**src/sv/brfom_pkg.sv**
```systemverilog
// Shared types and constants for the byte ring FIFO with overwrite and pattern match.
// Used by the front, queue, back and top-level modules. No dependencies.
package brfom_pkg;

    // Ring geometry.
    localparam int SLOTS  = 64;
    localparam int ADDR_W = $clog2(SLOTS);
    localparam int LEN_W  = ADDR_W + 1;

    // Fixed field widths of the command, item, result and configuration beats.
    localparam int CMD_W  = 4;
    localparam int BYTE_W = 8;
    localparam int REQ_W  = 8;
    localparam int CNT_W  = 6;
    localparam int CFG_W  = 7;

    // Largest byte count streamed by one pop or peek.
    localparam logic [CNT_W-1:0] CNT_MAX = '1;

    // Ring length after reset and the smallest legal ring length.
    localparam logic [LEN_W-1:0] LEN_RESET = LEN_W'(SLOTS);
    localparam logic [LEN_W-1:0] LEN_MIN   = LEN_W'(2);

    // Command codes.
    localparam logic [CMD_W-1:0] CMD_PUSH      = 4'd0;
    localparam logic [CMD_W-1:0] CMD_POP_DROP  = 4'd1;
    localparam logic [CMD_W-1:0] CMD_POP_COPY  = 4'd2;
    localparam logic [CMD_W-1:0] CMD_PEEK_COPY = 4'd3;
    localparam logic [CMD_W-1:0] CMD_PEEK_NTH  = 4'd4;
    localparam logic [CMD_W-1:0] CMD_REPLACE   = 4'd5;
    localparam logic [CMD_W-1:0] CMD_CLEAR     = 4'd6;
    localparam logic [CMD_W-1:0] CMD_BEGINS    = 4'd7;
    localparam logic [CMD_W-1:0] CMD_ENDS      = 4'd8;
    localparam logic [CMD_W-1:0] CMD_NOP       = 4'd15;

    // Queue between front and back end.
    localparam int QDEPTH = 2;
    localparam int QPTR_W = $clog2(QDEPTH);
    localparam int QCNT_W = $clog2(QDEPTH + 1);

    // A classified command as it travels from front to back.
    typedef struct packed {
        logic [CMD_W-1:0]  op;
        logic [BYTE_W-1:0] data;
        logic [CNT_W-1:0]  req;
        logic [CNT_W-1:0]  offset;
        logic [CNT_W-1:0]  plen;
        logic              plast;
    } item_t;

endpackage

```
**src/sv/brfom_front.sv**
```systemverilog
// Front end: accepts command beats and classifies them into queue items.
// Depends on brfom_pkg.
module brfom_front import brfom_pkg::*; (
    input  logic              aclk,
    input  logic              aresetn,
    input  logic              s_valid,
    output logic              s_ready,
    input  logic [CMD_W-1:0]  s_command,
    input  logic [BYTE_W-1:0] s_data_byte,
    input  logic [REQ_W-1:0]  s_request_count,
    input  logic [CNT_W-1:0]  s_offset,
    input  logic [CNT_W-1:0]  s_pattern_length,
    input  logic              s_pattern_last,
    output logic              f_valid,
    output item_t             f_item,
    input  logic              f_ready
);

    logic  valid_reg;
    logic  valid_next;
    item_t item_reg;
    item_t item_next;
    logic  take;

    assign s_ready = !valid_reg || f_ready;
    assign take    = s_valid && s_ready;
    assign f_valid = valid_reg;
    assign f_item  = item_reg;

    // Classify: unknown codes fold into a no-op and the request saturates
    // at the streaming limit, which the fill level never exceeds anyway.
    always_comb begin
        item_next        = item_reg;
        item_next.op     = (s_command > CMD_ENDS) ? CMD_NOP : s_command;
        item_next.data   = s_data_byte;
        item_next.req    = (s_request_count > REQ_W'(CNT_MAX)) ? CNT_MAX
                                                               : CNT_W'(s_request_count);
        item_next.offset = s_offset;
        item_next.plen   = s_pattern_length;
        item_next.plast  = s_pattern_last;
    end

    // Stage valid flag.
    always_comb begin
        valid_next = valid_reg;
        if (take) begin
            valid_next = 1'b1;
        end else if (f_ready) begin
            valid_next = 1'b0;
        end
    end

    always_ff @(posedge aclk) begin
        if (!aresetn) begin
            valid_reg <= 1'b0;
        end else begin
            valid_reg <= valid_next;
        end
    end

    // Stage payload.
    always_ff @(posedge aclk) begin
        if (take) begin
            item_reg <= item_next;
        end
    end

endmodule

```
**src/sv/brfom_queue.sv**
```systemverilog
// Short queue of classified items between the front and the back end.
// Depends on brfom_pkg.
module brfom_queue import brfom_pkg::*; (
    input  logic  aclk,
    input  logic  aresetn,
    input  logic  in_valid,
    output logic  in_ready,
    input  item_t in_item,
    output logic  out_valid,
    input  logic  out_ready,
    output item_t out_item
);

    item_t             slot_reg [QDEPTH];
    logic [QPTR_W-1:0] wr_ptr_reg;
    logic [QPTR_W-1:0] wr_ptr_next;
    logic [QPTR_W-1:0] rd_ptr_reg;
    logic [QPTR_W-1:0] rd_ptr_next;
    logic [QCNT_W-1:0] count_reg;
    logic [QCNT_W-1:0] count_next;
    logic              push;
    logic              pop;

    assign in_ready  = (count_reg != QCNT_W'(QDEPTH));
    assign out_valid = (count_reg != '0);
    assign out_item  = slot_reg[rd_ptr_reg];
    assign push      = in_valid && in_ready;
    assign pop       = out_valid && out_ready;

    // Pointer and occupancy update.
    always_comb begin
        wr_ptr_next = wr_ptr_reg;
        rd_ptr_next = rd_ptr_reg;
        count_next  = count_reg;
        if (push) begin
            wr_ptr_next = (wr_ptr_reg == QPTR_W'(QDEPTH - 1)) ? '0 : wr_ptr_reg + 1'b1;
        end
        if (pop) begin
            rd_ptr_next = (rd_ptr_reg == QPTR_W'(QDEPTH - 1)) ? '0 : rd_ptr_reg + 1'b1;
        end
        if (push && !pop) begin
            count_next = count_reg + 1'b1;
        end else if (pop && !push) begin
            count_next = count_reg - 1'b1;
        end
    end

    always_ff @(posedge aclk) begin
        if (!aresetn) begin
            wr_ptr_reg <= '0;
            rd_ptr_reg <= '0;
            count_reg  <= '0;
        end else begin
            wr_ptr_reg <= wr_ptr_next;
            rd_ptr_reg <= rd_ptr_next;
            count_reg  <= count_next;
        end
    end

    // Entry storage.
    always_ff @(posedge aclk) begin
        if (push) begin
            slot_reg[wr_ptr_reg] <= in_item;
        end
    end

endmodule

```
**src/sv/brfom_back.sv**
```systemverilog
// Back end: sequencer that owns the byte store, the ring pointers, the match
// flag and the result register. Depends on brfom_pkg.
module brfom_back import brfom_pkg::*; (
    input  logic              aclk,
    input  logic              aresetn,
    input  logic              q_valid,
    output logic              q_ready,
    input  item_t             q_item,
    input  logic              upstream_busy,
    input  logic              cfg_valid,
    output logic              cfg_ready,
    input  logic [CFG_W-1:0]  cfg_buffer_length,
    output logic              m_valid,
    input  logic              m_ready,
    output logic [BYTE_W-1:0] m_byte_out,
    output logic              m_byte_valid,
    output logic              m_last_of_run,
    output logic [CNT_W-1:0]  m_done_count,
    output logic              m_match_found,
    output logic              m_offset_error,
    output logic [CNT_W-1:0]  m_fill_level
);

    // Sequencer states.
    localparam logic [2:0] ST_IDLE = 3'd0;
    localparam logic [2:0] ST_EXEC = 3'd1;
    localparam logic [2:0] ST_READ = 3'd2;
    localparam logic [2:0] ST_CMP  = 3'd3;
    localparam logic [2:0] ST_RESP = 3'd4;

    logic [2:0]        state_reg,     state_next;
    item_t             item_reg,      item_next;
    logic [ADDR_W-1:0] head_reg,      head_next;
    logic [ADDR_W-1:0] tail_reg,      tail_next;
    logic [LEN_W-1:0]  len_reg,       len_next;
    logic              match_run_reg, match_run_next;
    logic [SLOTS-1:0]  vld_bits_reg,  vld_bits_next;
    logic [ADDR_W-1:0] rd_addr_reg,   rd_addr_next;
    logic [CNT_W-1:0]  cnt_reg,       cnt_next;
    logic [CNT_W-1:0]  done_reg,      done_next;
    logic              res_byte_reg,  res_byte_next;
    logic              res_err_reg,   res_err_next;
    logic              res_match_reg, res_match_next;
    logic              stream_reg,    stream_next;
    logic              cmp_reg,       cmp_next;
    logic              ok_reg,        ok_next;
    logic              m_valid_reg,   m_valid_next;

    logic [BYTE_W-1:0] m_byte_out_reg,     m_byte_out_next;
    logic              m_byte_valid_reg,   m_byte_valid_next;
    logic              m_last_of_run_reg,  m_last_of_run_next;
    logic [CNT_W-1:0]  m_done_count_reg,   m_done_count_next;
    logic              m_match_found_reg,  m_match_found_next;
    logic              m_offset_error_reg, m_offset_error_next;
    logic [CNT_W-1:0]  m_fill_level_reg,   m_fill_level_next;

    logic [BYTE_W-1:0] mem [SLOTS];
    logic [BYTE_W-1:0] rd_data_reg;
    logic              rd_vld_reg;
    logic              mem_we;
    logic [ADDR_W-1:0] mem_waddr;

    logic [LEN_W-1:0]  fill_wide;
    logic [ADDR_W-1:0] fill;
    logic [CNT_W-1:0]  fill_cnt;
    logic [CNT_W-1:0]  take_cnt;
    logic [ADDR_W-1:0] tail_inc;
    logic [ADDR_W-1:0] head_inc;
    logic [ADDR_W-1:0] nth_idx;
    logic              off_err;
    logic [LEN_W-1:0]  end_start_wide;
    logic [ADDR_W-1:0] match_idx;
    logic              is_pattern;
    logic [BYTE_W-1:0] rd_byte;
    logic              out_free;
    logic              cmp_ok;
    logic [LEN_W-1:0]  len_clamp;

    // Sum of two ring positions, folded once into the ring.
    function automatic logic [ADDR_W-1:0] ring_add(input logic [ADDR_W-1:0] a,
                                                   input logic [ADDR_W-1:0] b,
                                                   input logic [LEN_W-1:0]  len);
        logic [LEN_W:0] s;
        s = (LEN_W+1)'(a) + (LEN_W+1)'(b);
        if (s >= (LEN_W+1)'(len)) begin
            s = s - (LEN_W+1)'(len);
        end
        return ADDR_W'(s);
    endfunction

    // Fill level and the addresses derived from the current item.
    assign fill_wide = LEN_W'(tail_reg) + ((tail_reg < head_reg) ? len_reg : '0)
                     - LEN_W'(head_reg);
    assign fill      = ADDR_W'(fill_wide);
    assign fill_cnt  = CNT_W'(fill);
    assign take_cnt  = (item_reg.req < fill_cnt) ? item_reg.req : fill_cnt;
    assign tail_inc  = ring_add(tail_reg, ADDR_W'(1), len_reg);
    assign head_inc  = ring_add(head_reg, ADDR_W'(1), len_reg);
    assign off_err   = (LEN_W'(item_reg.offset) >= len_reg);
    assign nth_idx   = ring_add(head_reg, ADDR_W'(item_reg.offset), len_reg);

    // Ends-with starts plen bytes before the tail; only used when plen <= fill.
    assign end_start_wide = LEN_W'(tail_reg)
                          + ((LEN_W'(tail_reg) < LEN_W'(item_reg.plen)) ? len_reg : '0)
                          - LEN_W'(item_reg.plen);
    assign match_idx = ring_add((item_reg.op == CMD_BEGINS) ? head_reg
                                                           : ADDR_W'(end_start_wide),
                                ADDR_W'(item_reg.offset), len_reg);

    assign is_pattern = (item_reg.op == CMD_BEGINS) || (item_reg.op == CMD_ENDS);
    assign rd_byte    = rd_vld_reg ? rd_data_reg : '0;
    assign out_free   = !m_valid_reg || m_ready;
    assign cmp_ok     = ok_reg && (!cmp_reg || (rd_byte == item_reg.data));

    // Register value held to the legal ring lengths.
    always_comb begin
        len_clamp = LEN_W'(cfg_buffer_length);
        if (LEN_W'(cfg_buffer_length) < LEN_MIN) begin
            len_clamp = LEN_MIN;
        end else if (LEN_W'(cfg_buffer_length) > LEN_W'(SLOTS)) begin
            len_clamp = LEN_W'(SLOTS);
        end
    end

    assign q_ready   = (state_reg == ST_IDLE);
    assign cfg_ready = (state_reg == ST_IDLE) && !q_valid && !upstream_busy && !m_valid_reg;

    // Sequencer.
    always_comb begin
        state_next          = state_reg;
        item_next           = item_reg;
        head_next           = head_reg;
        tail_next           = tail_reg;
        len_next            = len_reg;
        match_run_next      = match_run_reg;
        vld_bits_next       = vld_bits_reg;
        rd_addr_next        = rd_addr_reg;
        cnt_next            = cnt_reg;
        done_next           = done_reg;
        res_byte_next       = res_byte_reg;
        res_err_next        = res_err_reg;
        res_match_next      = res_match_reg;
        stream_next         = stream_reg;
        cmp_next            = cmp_reg;
        ok_next             = ok_reg;
        m_valid_next        = m_valid_reg;
        m_byte_out_next     = m_byte_out_reg;
        m_byte_valid_next   = m_byte_valid_reg;
        m_last_of_run_next  = m_last_of_run_reg;
        m_done_count_next   = m_done_count_reg;
        m_match_found_next  = m_match_found_reg;
        m_offset_error_next = m_offset_error_reg;
        m_fill_level_next   = m_fill_level_reg;
        mem_we              = 1'b0;
        mem_waddr           = tail_reg;

        if (m_valid_reg && m_ready) begin
            m_valid_next = 1'b0;
        end

        unique case (state_reg)
            ST_IDLE: begin
                if (q_valid) begin
                    item_next  = q_item;
                    state_next = ST_EXEC;
                end
            end

            ST_EXEC: begin
                res_byte_next  = 1'b0;
                res_err_next   = 1'b0;
                res_match_next = 1'b0;
                stream_next    = 1'b0;
                done_next      = '0;
                cnt_next       = '0;
                state_next     = ST_RESP;
                if (!is_pattern) begin
                    match_run_next = 1'b1;
                end
                unique case (item_reg.op) inside
                    CMD_PUSH: begin
                        mem_we    = 1'b1;
                        mem_waddr = tail_reg;
                        tail_next = tail_inc;
                        // A full ring drops its oldest byte.
                        if (tail_inc == head_reg) begin
                            head_next = head_inc;
                        end
                    end
                    CMD_POP_DROP: begin
                        head_next = ring_add(head_reg, ADDR_W'(take_cnt), len_reg);
                        done_next = take_cnt;
                    end
                    CMD_POP_COPY, CMD_PEEK_COPY: begin
                        if (item_reg.op == CMD_POP_COPY) begin
                            head_next = ring_add(head_reg, ADDR_W'(take_cnt), len_reg);
                        end
                        done_next = take_cnt;
                        if (take_cnt != '0) begin
                            res_byte_next = 1'b1;
                            stream_next   = 1'b1;
                            cnt_next      = take_cnt;
                            rd_addr_next  = head_reg;
                            state_next    = ST_READ;
                        end
                    end
                    CMD_PEEK_NTH: begin
                        if (off_err) begin
                            res_err_next = 1'b1;
                        end else begin
                            res_byte_next = 1'b1;
                            rd_addr_next  = nth_idx;
                            state_next    = ST_READ;
                        end
                    end
                    CMD_REPLACE: begin
                        if (off_err) begin
                            res_err_next = 1'b1;
                        end else begin
                            mem_we    = 1'b1;
                            mem_waddr = nth_idx;
                        end
                    end
                    CMD_CLEAR: begin
                        head_next = '0;
                        tail_next = '0;
                    end
                    CMD_BEGINS, CMD_ENDS: begin
                        ok_next    = match_run_reg;
                        cmp_next   = 1'b0;
                        state_next = ST_CMP;
                        // A pattern longer than the stored bytes never matches.
                        if (item_reg.plen > fill_cnt) begin
                            ok_next = 1'b0;
                        end else if (item_reg.offset < item_reg.plen) begin
                            cmp_next     = 1'b1;
                            rd_addr_next = match_idx;
                            state_next   = ST_READ;
                        end
                    end
                    default: begin
                    end
                endcase
            end

            ST_READ: begin
                state_next = is_pattern ? ST_CMP : ST_RESP;
            end

            ST_CMP: begin
                if (item_reg.plast) begin
                    match_run_next = 1'b1;
                    res_match_next = cmp_ok;
                    state_next     = ST_RESP;
                end else begin
                    match_run_next = cmp_ok;
                    state_next     = ST_IDLE;
                end
            end

            ST_RESP: begin
                if (out_free) begin
                    m_valid_next        = 1'b1;
                    m_byte_out_next     = res_byte_reg ? rd_byte : '0;
                    m_byte_valid_next   = res_byte_reg;
                    m_last_of_run_next  = !stream_reg || (cnt_reg == CNT_W'(1));
                    m_done_count_next   = done_reg;
                    m_match_found_next  = res_match_reg;
                    m_offset_error_next = res_err_reg;
                    m_fill_level_next   = CNT_W'(fill);
                    // Stream on through the ring until the count runs out.
                    if (stream_reg && (cnt_reg != CNT_W'(1))) begin
                        cnt_next     = cnt_reg - 1'b1;
                        rd_addr_next = ring_add(rd_addr_reg, ADDR_W'(1), len_reg);
                        state_next   = ST_READ;
                    end else begin
                        state_next = ST_IDLE;
                    end
                end
            end

            default: begin
                state_next = ST_IDLE;
            end
        endcase

        // Any written slot now holds real data.
        if (mem_we) begin
            vld_bits_next[mem_waddr] = 1'b1;
        end

        // A register write empties the ring but keeps the stored bytes.
        if (cfg_valid && cfg_ready) begin
            len_next       = len_clamp;
            head_next      = '0;
            tail_next      = '0;
            match_run_next = 1'b1;
        end
    end

    // Control state.
    always_ff @(posedge aclk) begin
        if (!aresetn) begin
            state_reg     <= ST_IDLE;
            head_reg      <= '0;
            tail_reg      <= '0;
            len_reg       <= LEN_RESET;
            match_run_reg <= 1'b1;
            vld_bits_reg  <= '0;
            m_valid_reg   <= 1'b0;
        end else begin
            state_reg     <= state_next;
            head_reg      <= head_next;
            tail_reg      <= tail_next;
            len_reg       <= len_next;
            match_run_reg <= match_run_next;
            vld_bits_reg  <= vld_bits_next;
            m_valid_reg   <= m_valid_next;
        end
    end

    // Work and result payload.
    always_ff @(posedge aclk) begin
        item_reg           <= item_next;
        rd_addr_reg        <= rd_addr_next;
        cnt_reg            <= cnt_next;
        done_reg           <= done_next;
        res_byte_reg       <= res_byte_next;
        res_err_reg        <= res_err_next;
        res_match_reg      <= res_match_next;
        stream_reg         <= stream_next;
        cmp_reg            <= cmp_next;
        ok_reg             <= ok_next;
        m_byte_out_reg     <= m_byte_out_next;
        m_byte_valid_reg   <= m_byte_valid_next;
        m_last_of_run_reg  <= m_last_of_run_next;
        m_done_count_reg   <= m_done_count_next;
        m_match_found_reg  <= m_match_found_next;
        m_offset_error_reg <= m_offset_error_next;
        m_fill_level_reg   <= m_fill_level_next;
        rd_vld_reg         <= vld_bits_reg[rd_addr_reg];
    end

    // Byte store: one write port, one registered read port.
    always_ff @(posedge aclk) begin
        if (mem_we) begin
            mem[mem_waddr] <= item_reg.data;
        end
        rd_data_reg <= mem[rd_addr_reg];
    end

    assign m_valid        = m_valid_reg;
    assign m_byte_out     = m_byte_out_reg;
    assign m_byte_valid   = m_byte_valid_reg;
    assign m_last_of_run  = m_last_of_run_reg;
    assign m_done_count   = m_done_count_reg;
    assign m_match_found  = m_match_found_reg;
    assign m_offset_error = m_offset_error_reg;
    assign m_fill_level   = m_fill_level_reg;

endmodule

```
**src/sv/byte_ring_fifo_overwrite_match.sv**
```systemverilog
// Top level of the byte ring FIFO with overwrite and pattern match.
// Depends on brfom_pkg, brfom_front, brfom_queue and brfom_back.
//
// Usage: command beats enter on the s_ channel, result beats leave on the
// m_ channel; both use valid/ready. The ring length register is written on
// the cfg_ channel; cfg_ready is high only while no command is in flight and
// no result is waiting. A write empties the ring but keeps the stored bytes.
// Sequence: the back-end sequencer takes one command at a time through
// dequeue, execute and respond steps; one that reads the byte store adds a
// read step before respond. Pop copy and peek copy stream their bytes
// through read and respond steps in turn, as each byte waits on the single
// registered read port of the 64-entry byte store. Every pattern byte
// passes a compare step, after a read step when it reads the store; only
// a final pattern byte goes on to respond, the others return to idle.
// Reset clears the pointers, the match flag and the per-slot valid bits,
// so the store reads as all zeros; no clearing pass is needed.
// When the receiver stalls, the result register holds its beat, the
// sequencer waits, and the front stage and a two-entry queue keep taking
// commands until they fill.
module byte_ring_fifo_overwrite_match import brfom_pkg::*; (
    input  logic              aclk,
    input  logic              aresetn,
    input  logic              s_valid,
    output logic              s_ready,
    input  logic [CMD_W-1:0]  s_command,
    input  logic [BYTE_W-1:0] s_data_byte,
    input  logic [REQ_W-1:0]  s_request_count,
    input  logic [CNT_W-1:0]  s_offset,
    input  logic [CNT_W-1:0]  s_pattern_length,
    input  logic              s_pattern_last,
    output logic              m_valid,
    input  logic              m_ready,
    output logic [BYTE_W-1:0] m_byte_out,
    output logic              m_byte_valid,
    output logic              m_last_of_run,
    output logic [CNT_W-1:0]  m_done_count,
    output logic              m_match_found,
    output logic              m_offset_error,
    output logic [CNT_W-1:0]  m_fill_level,
    input  logic              cfg_valid,
    output logic              cfg_ready,
    input  logic [CFG_W-1:0]  cfg_buffer_length
);

    logic  f_valid;
    logic  f_ready;
    item_t f_item;
    logic  q_valid;
    logic  q_ready;
    item_t q_item;

    // Front end: accept and classify.
    brfom_front u_front (
        .aclk             (aclk),
        .aresetn          (aresetn),
        .s_valid          (s_valid),
        .s_ready          (s_ready),
        .s_command        (s_command),
        .s_data_byte      (s_data_byte),
        .s_request_count  (s_request_count),
        .s_offset         (s_offset),
        .s_pattern_length (s_pattern_length),
        .s_pattern_last   (s_pattern_last),
        .f_valid          (f_valid),
        .f_item           (f_item),
        .f_ready          (f_ready)
    );

    // Decoupling queue.
    brfom_queue u_queue (
        .aclk      (aclk),
        .aresetn   (aresetn),
        .in_valid  (f_valid),
        .in_ready  (f_ready),
        .in_item   (f_item),
        .out_valid (q_valid),
        .out_ready (q_ready),
        .out_item  (q_item)
    );

    // Back end: execute against the ring.
    brfom_back u_back (
        .aclk              (aclk),
        .aresetn           (aresetn),
        .q_valid           (q_valid),
        .q_ready           (q_ready),
        .q_item            (q_item),
        .upstream_busy     (f_valid),
        .cfg_valid         (cfg_valid),
        .cfg_ready         (cfg_ready),
        .cfg_buffer_length (cfg_buffer_length),
        .m_valid           (m_valid),
        .m_ready           (m_ready),
        .m_byte_out        (m_byte_out),
        .m_byte_valid      (m_byte_valid),
        .m_last_of_run     (m_last_of_run),
        .m_done_count      (m_done_count),
        .m_match_found     (m_match_found),
        .m_offset_error    (m_offset_error),
        .m_fill_level      (m_fill_level)
    );

    // An accepted command keeps the configuration port closed.
    assert property (@(posedge aclk) disable iff (!aresetn)
        s_valid && s_ready |=> !cfg_ready)
        else $error("cfg_ready high right after a command beat");

    // Only streamed bytes come in runs; any other result ends its run.
    assert property (@(posedge aclk) disable iff (!aresetn)
        m_valid && !m_byte_valid |-> m_last_of_run)
        else $error("result without byte is not the last of its run");

    // A byte result never carries a match or an offset error.
    assert property (@(posedge aclk) disable iff (!aresetn)
        m_valid && m_byte_valid |-> !m_match_found && !m_offset_error)
        else $error("byte result carries match or error flag");

    // An offset error reports no count and no match.
    assert property (@(posedge aclk) disable iff (!aresetn)
        m_valid && m_offset_error |-> (m_done_count == '0) && !m_match_found)
        else $error("offset error result carries count or match");

endmodule
```
**config.mk**
```make
export PLATFORM = sky130hd
export DESIGN_NAME = byte_ring_fifo_overwrite_match
export DESIGN_NICKNAME = d
export VERILOG_FILES = /design/src/sv/brfom_pkg.sv /design/src/sv/brfom_front.sv /design/src/sv/brfom_queue.sv /design/src/sv/brfom_back.sv /design/src/sv/byte_ring_fifo_overwrite_match.sv
export SDC_FILE = /design/constraint.sdc
export NUM_CORES = 1
export LEC_CHECK = 0
export ABC_CLOCK_PERIOD_IN_PS = 10000
export BUFFER_PORTS_ARGS = -buffer_cell sky130_fd_sc_hd__buf_2
export CORE_ASPECT_RATIO = 1.2
export CORE_MARGIN = 2
export CORE_UTILIZATION = 60
export CTS_CLUSTER_SIZE = 40
export DETAILED_ROUTE_END_ITERATION = 10
export GPL_ROUTABILITY_DRIVEN = 0
export PLACE_DENSITY_LB_ADDON = 0.12
export SLEW_MARGIN = 20
export SYNTH_ARGS = -nofsm -noshare
export SYNTH_HDL_FRONTEND = slang
export SYNTH_HIERARCHICAL = 1
export SYNTH_SLANG_ARGS = --single-unit
```
**constraint.sdc**
```tcl
create_clock -name aclk -period 10 [get_ports aclk]
set_clock_uncertainty 0.05 [all_clocks]
set_input_delay 2 -clock aclk [delete_from_list [all_inputs] [get_ports aclk]]
set_output_delay 2 -clock aclk [all_outputs]
set_load 0.01 [all_outputs]
```
==> Word-level counts from Yosys, hierarchy flattened <==
Memories as Yosys holds them, arrays and structs flattened. A register that Yosys moved wholly into a read port is not among the register bits.
Index checks and enable logic that the tools add are counted.
{ "totals": {"reg_bits": 173, "mem_bits_rw": 574, "output_inout_bits": 27, "wordCells": 230, "mem_count": 2} }
{ "memory_table": {"columns": ["name", "depth", "width", "rd", "rd_clocked_by_memory_dff", "write_ports", "line", "rtl"], "rows": [
  ["u_back.mem", 64, 8, 1, 1, 1, "brfom_back.sv:57", "logic [BYTE_W-1:0] mem [SLOTS];"],
  ["u_queue.slot_reg", 2, 31, 1, 1, 1, "brfom_queue.sv:14", "item_t slot_reg [QDEPTH];"]
]} }
{ "classes": {"addsub": 21, "order_cmp": 19, "eq_ne": 29, "muxes": 73, "n_bitwise": 2, "reduce_logical": 50} }
{ "ops": {"columns": ["op", "n"], "rows": [
  ["$mux W6", 25],
  ["$or A64 B64 Y64", 1],
  ["$sub A6 B6 Y6", 8],
  ["$ge A7 B7 Y1", 6],
  ["$pmux W6 S2", 3],
  ["$lt A6 B6 Y1", 4],
  ["$pmux W6 S4", 1],
  ["$mux W1", 22],
  ["$add A6 B1 Y7 const B", 3],
  ["$add A6 B6 Y7", 3],
  ["$mux W3", 7],
  ["$pmux W6 S3", 1],
  ["$eq A4 B3 Y1 const B", 4],
  ["$pmux W3 S5", 1],
  ["$lt A6 B7 Y1 const B", 2],
  ["$mux W7", 2],
  ["$reduce_and A2 Y1", 7],
  ["$logic_and A1 B1 Y1", 13],
  ["$add A6 B6 Y6", 2],
  ["$reduce_bool A2 Y1", 6],
  ["$ne A2 B1 Y1 const B", 5],
  ["$pmux W3 S3", 1],
  ["$eq A4 B2 Y1 const B", 2],
  ["$eq A8 B8 Y1", 1],
  ["other kinds (40)", 64]
]} }

==> Longest topological paths before layout <==
{ "logic_depth": {"word_depth": 12, "depth_mapped": 38, "mapped_depth_nobuf": 36} }

==> By module <==
Netlist, hierarchy kept.
{ "by_module_without_submodules": {"columns": ["module", "instances", "cells_each", "area_each_um2", "seq_area_each_um2"], "rows": [
  ["brfom_back", 1, 2316, 31788.0, 19688.9],
  ["brfom_queue", 1, 120, 2468.6, 1961.9],
  ["brfom_front", 1, 49, 1057.3, 950.9]
]} }

==> Worst setup path before layout <==
No wires, ideal clock.
{ "synth_timing": {"path_type": "flip-flop to flip-flop", "start": "register u_back.head_reg[2]", "end": "register u_back.head_reg[3]", "setup_ns": 0.087, "arrival_ns": 7.280, "required_time_ns": 9.863, "slack_ns": 2.583, "stages_incl_launch_ff": 36, "n_path_buf": 2, "synth_period_minus_slack_ns": 7.417, "path_cell_list": "dfxtp_1 clkbuf_1 inv_1 ha_1 o21ai_0 o21bai_1 a21o_1 a21oi_1 nand2_1 fa_1 inv_1 fa_1 a21o_1 a21oi_1 xnor2_1 inv_1 ha_1 nand2_1 o21ai_0 maj3_2 mux2i_1 inv_1 ha_1 inv_1 fa_1 inv_1 ha_1 nor2b_1 o31a_1 o21ai_0 a31oi_1 or2_2 clkbuf_1 mux2i_1 o22a_1 o31ai_1"} }
{ "synth_between": {"elab_chain_cells": 11} }
{ "synth_rtl": {"columns": ["item", "line", "rtl"], "rows": [
  ["start, declared", "brfom_back.sv:33", "logic [ADDR_W-1:0] head_reg, head_next;"],
  ["start signal, assigned", "brfom_back.sv:313", "head_reg <= head_next;"],
  ["$lt A6 B6 Y1", "brfom_back.sv:92", "assign fill_wide = LEN_W'(tail_reg) + ((tail_reg < head_reg) ? len_reg : '0)"],
  ["$mux W6", "brfom_back.sv:92", null],
  ["$add A6 B6 Y6", "brfom_back.sv:92", null],
  ["$sub A6 B6 Y6 (*)", "brfom_back.sv:93", "- LEN_W'(head_reg);"],
  ["net u_back.fill_wide[4]", "brfom_back.sv:63", "logic [LEN_W-1:0] fill_wide;"],
  ["$lt A6 B6 Y1 (*)", "brfom_back.sv:96", "assign take_cnt = (item_reg.req < fill_cnt) ? item_reg.req : fill_cnt;"],
  ["$mux W6 (*)", "brfom_back.sv:96", null],
  ["net u_back.take_cnt[0]", "brfom_back.sv:66", "logic [CNT_W-1:0] take_cnt;"],
  ["$add A6 B6 Y7 (*)", "brfom_back.sv:84", "s = (LEN_W+1)'(a) + (LEN_W+1)'(b);"],
  ["$sub A6 B6 Y6 or $ge A7 B7 Y1 (tied branches)", "brfom_back.sv:86, brfom_back.sv:85", null],
  ["$mux W6 (*)", "brfom_back.sv:85", "if (s >= (LEN_W+1)'(len)) begin"],
  ["$mux W6", "brfom_back.sv:195", "if (item_reg.op == CMD_POP_COPY) begin"],
  ["$pmux W6 S4 (*)", "brfom_back.sv:180", "unique case (item_reg.op) inside"]
]} }
The timed path passes the listed nets; every way through them passes the cells marked *. The select of a mux whose other input is x is not followed.
A chain may end at the register's enable or synchronous reset.

==> Worst setup path after layout <==
{ "layout_timing": {"start": "register u_back.head_reg[1]", "end": "register u_back.head_reg[5]"} }
The elaborated chain is that of the path after synthesis.

==> summary.txt <==
Outcome
  – Status: finished, final reports clean

STA
  – Post-Route Setup TNS: 0 ns
  – Maximum operating frequency: between 0.1 and 0.15 GHz
  – Final min period: just under 9 ns
  – Number of slew-limit violations in the final report: 0
  – Worst max-slew margin expressed relative to the limit: 0.308
  – Final hold violation count: 0
  – Post-route fraction of the period consumed by the critical path: 0.869
  – Unrepaired setup endpoints after global routing: false
  – Setup-violating endpoint count in the final report: 0
  – Actual slew at the worst max-slew pin: around 1 ns

Clock tree
  – Clock latency reported for the late side of the worst-skew pair: just over 0.6 ns
  – Deepest level of the CTS H-tree: 3
  – Quantity of gates resized following cts: 0
  – Maximum number of buffers from clock root to sink: 3
  – Number of hold buffers added after cts: 0
  – Clock buffers created by TritonCTS: between 70 and 80
  – Master cell of the clock root buffer: clkbuf_16
  – Clock transition at the registers of the reported paths: 0.06 ns
  – CTS tree: built
  – Buffers inserted during post-CTS setup optimization: 0
  – Num Clock Sinks: between 700 and 800

Layout
  – FILL cells: between 4,000 and 5,000
  – Signed area change from the synthesized netlist to the final layout: 9.95%
  – Flip-flop count of the largest register after layout: roughly 500
  – Post-layout nets: roughly 2,700
  – Fraction of final layout cells with drive strength greater than 1: 0.151

Die
  – Effective utilization at floorplan: 0.606
  – Cell row count: 97
  – Core footprint: a little under 0.06 sq mm
  – Chip width: 225 microns
  – Vertical die dimension: between 200 and 300 microns
  – # IOs: around 70
  – Die Outline Area: 0.0608 sq mm

Pwr
  – Overall power: ~0.011 W
  – Power per unit of standard cell area: about 280 mW/mm^2
  – Peak VDD IR: 0.209 mV
  – Static leakage: about 14 nW

Yosys
  – Post-synthesis net count: between 2,000 and 3,000
  – Synthesized area per cell: ~14 sq um
  – Share of the yosys chip area belonging to registers: 0.640
  – Main combinational cell family by area after synthesis: multiplexers
  – Multiplexer area fraction after synthesis: 0.113
  – Yosys cell types: 88
  – Parity-gate share of the synthesized area counting xor and xnor cells: 0.0159
  – Number of storage elements in the synthesis netlist: 787
  – Count of warnings emitted by yosys: 6
  – Cells after Synth: 2,485
  – Adder-cell share of the synthesized area: 0.0501
  – Synthesized-area fraction occupied by and/or/nand/nor cells: 0.0665
  – Synth Cell Area: ~0.035 sq mm
  – Primary FF master, synth: edfxtp_1
  – Count of flip-flops with a built-in enable after synthesis: a little under 700
  – Complex-gate fraction of the synthesized area: 0.0909
  – Post-synthesis async set-or-reset flop share: 0

Route
  – DR iter-0 viols: 2,131
  – Final routed wire length divided by cell count: 25.4 microns
  – DRC violation count after routing: 0
  – Number of routed nets with antenna violations: 0
  – Detailed-route vias per instance: 6.36
  – Number of vias after detailed routing: 21,400
  – First drt pass iteration count: 5
  – Wirelength, routed: approximately 85,000 microns

Critical path
  – Most common cell on crit path: inv_1
  – Path depth of the worst reg2reg path: 33
  – Worst path required time: 10.44 ns
  – Slowest cell on the critical path: dfxtp_1
  – Largest fanout on the critical path: 9
  – Kind of critical path: reg2reg
  – Slowest stage delay, CP: just over 0.6 ns
  – Arrival time at the worst endpoint: around 9.1 ns
  – Critical Path End Type: flip-flop
  – Launching element type of the critical path: flip-flop

Global route
  – Initial antenna violation count: 2
  – Global-route usage over all layers: 0.284
  – Grt total ovfl: 0
  – Vias in the first global route: approximately 21,000
  – Largest net degree at the start of global routing: ~120
  – Wire length of the first global-routing pass: roughly 130,000 microns

Hold path
  – Classification of the worst-slack hold path: reg2reg
  – Cell depth of the worst min-delay path: 0

Flow run
  – Max cap viols: 0

Place
  – Buffers added on ports: between 70 and 80
  – HPWL Detailed: 56,500 microns
[layout make-up]
class                           count  area [sq um]  area share
Multi-Input combinational cell   1494         11900       0.307
Antenna cell                        1          2.50   0.0000645
Inverter                           97           364     0.00938
Clock buffer                      105          2080      0.0537
Tap cell                          742           928      0.0239
Timing Repair Buffer              109           657      0.0169
Clock inverter                     32           288     0.00741
Sequential cell                   787         22600       0.582
[per-stage QoR]
| step | cells | hold WS (ns) | cell area [sq um] | setup WS (ns) | util |
|---|---|---|---|---|---|
| detailed placement | 3228 | 0.356 | 36400 | 1.47 | 0.625 |
| global placement | 3228 | 0.361 | 36400 | 1.77 | 0.625 |
| finish | 3367 | 0.371 | 38800 | 1.31 | 0.666 |
| floorplan | 2485 | 0.350 | 35300 | 2.58 | - |
| CTS | 3365 | 0.372 | 38800 | 1.45 | 0.666 |
| global route | 3367 | 0.382 | 38800 | 0.661 | 0.666 |
[synthesized netlist by cell type, types with 25 or more instances]
master	instances	area [sq um]
o22ai_1	48	300
o221ai_1	36	315
mux2_2	73	822
mux4_2	81	1820
nand2_1	180	676
a21o_1	26	195
nor3_1	25	125
xnor2_1	44	385
edfxtp_1	684	20500
clkbuf_1	69	259
nand3_1	37	185
nor2_1	128	480
mux2i_1	134	1340
dfxtp_1	103	2060
a21oi_1	129	646
inv_1	95	357
ha_1	110	1380
o21ai_0	152	761
[metal layers]
layer  global-route usage  wire, microns  vias to the layer above
li1                     -              -                     9694
met1                0.352          32400                    10800
met2                0.485          43400                      749
met3               0.0370           4640                      217
met4                0.156           4880                        2
met5                    0             13                        -
[where the power goes]
group	total, W	internal (W)	switching [W]
clock	0.00275	0.00157	0.00118
combinational	0.00384	0.00148	0.00236
sequential	0.00426	0.00401	0.000249
total	0.0108	0.00706	0.00379
[placed cells by master, fill, tap and decap left out, types with 14 or more instances in the layout]
master,Yosys,final
nor3_1,25,25
xnor2_1,44,44
inv_1,95,95
nand3_1,37,37
clkbuf_16,0,79
o21ai_1,15,15
a21o_1,26,26
mux2_2,73,73
o21ai_0,152,152
o22ai_1,48,48
buf_2,20,71
nor2b_1,17,17
mux2i_1,134,134
ha_1,110,110
dfxtp_1,103,103
fa_1,19,19
clkbuf_1,69,25
a21oi_1,129,129
or3_1,14,14
o221ai_1,36,36
nand2_1,180,179
xor2_1,20,20
buf_4,0,36
nand2b_1,19,18
nor2_1,128,127
edfxtp_1,684,684
mux4_2,81,81
[kinds of logic after synthesis]
family	count (synthesis)
AOI/OAI and AO/OA	515
muxes	289
adders and majority gates	130
DFF	787
and+or+nand+nor	496
xor gates and xnor gates	64
buffers and inverters	204
[worst max-delay path, delay by kind of cell, from the launching register on]
kind	cells	cell delay, ns
compound gates	12	2.61
xor+xnor	1	0.20
fa+ha+maj	8	2.95
buf+inv	6	0.76
flops	1	0.61
mux	2	0.68
simple gates	4	0.70
[final timing paths]
check	start	endpoint	slack, ns
setup reg to reg	u_back/head_reg[1]$_SDFFE_PP0P_	u_back/head_reg[5]$_SDFFE_PP0P_	1.31
hold / removal	u_back/done_reg[2]$_SDFFCE_PN0P_	u_back/m_done_count[2]$_DFFE_PP_	0.37
setup / recovery	u_back/head_reg[1]$_SDFFE_PP0P_	u_back/head_reg[5]$_SDFFE_PP0P_	1.31
hold reg to reg	u_back/done_reg[2]$_SDFFCE_PN0P_	u_back/m_done_count[2]$_DFFE_PP_	0.37
Power figures use the tool's default switching activity.
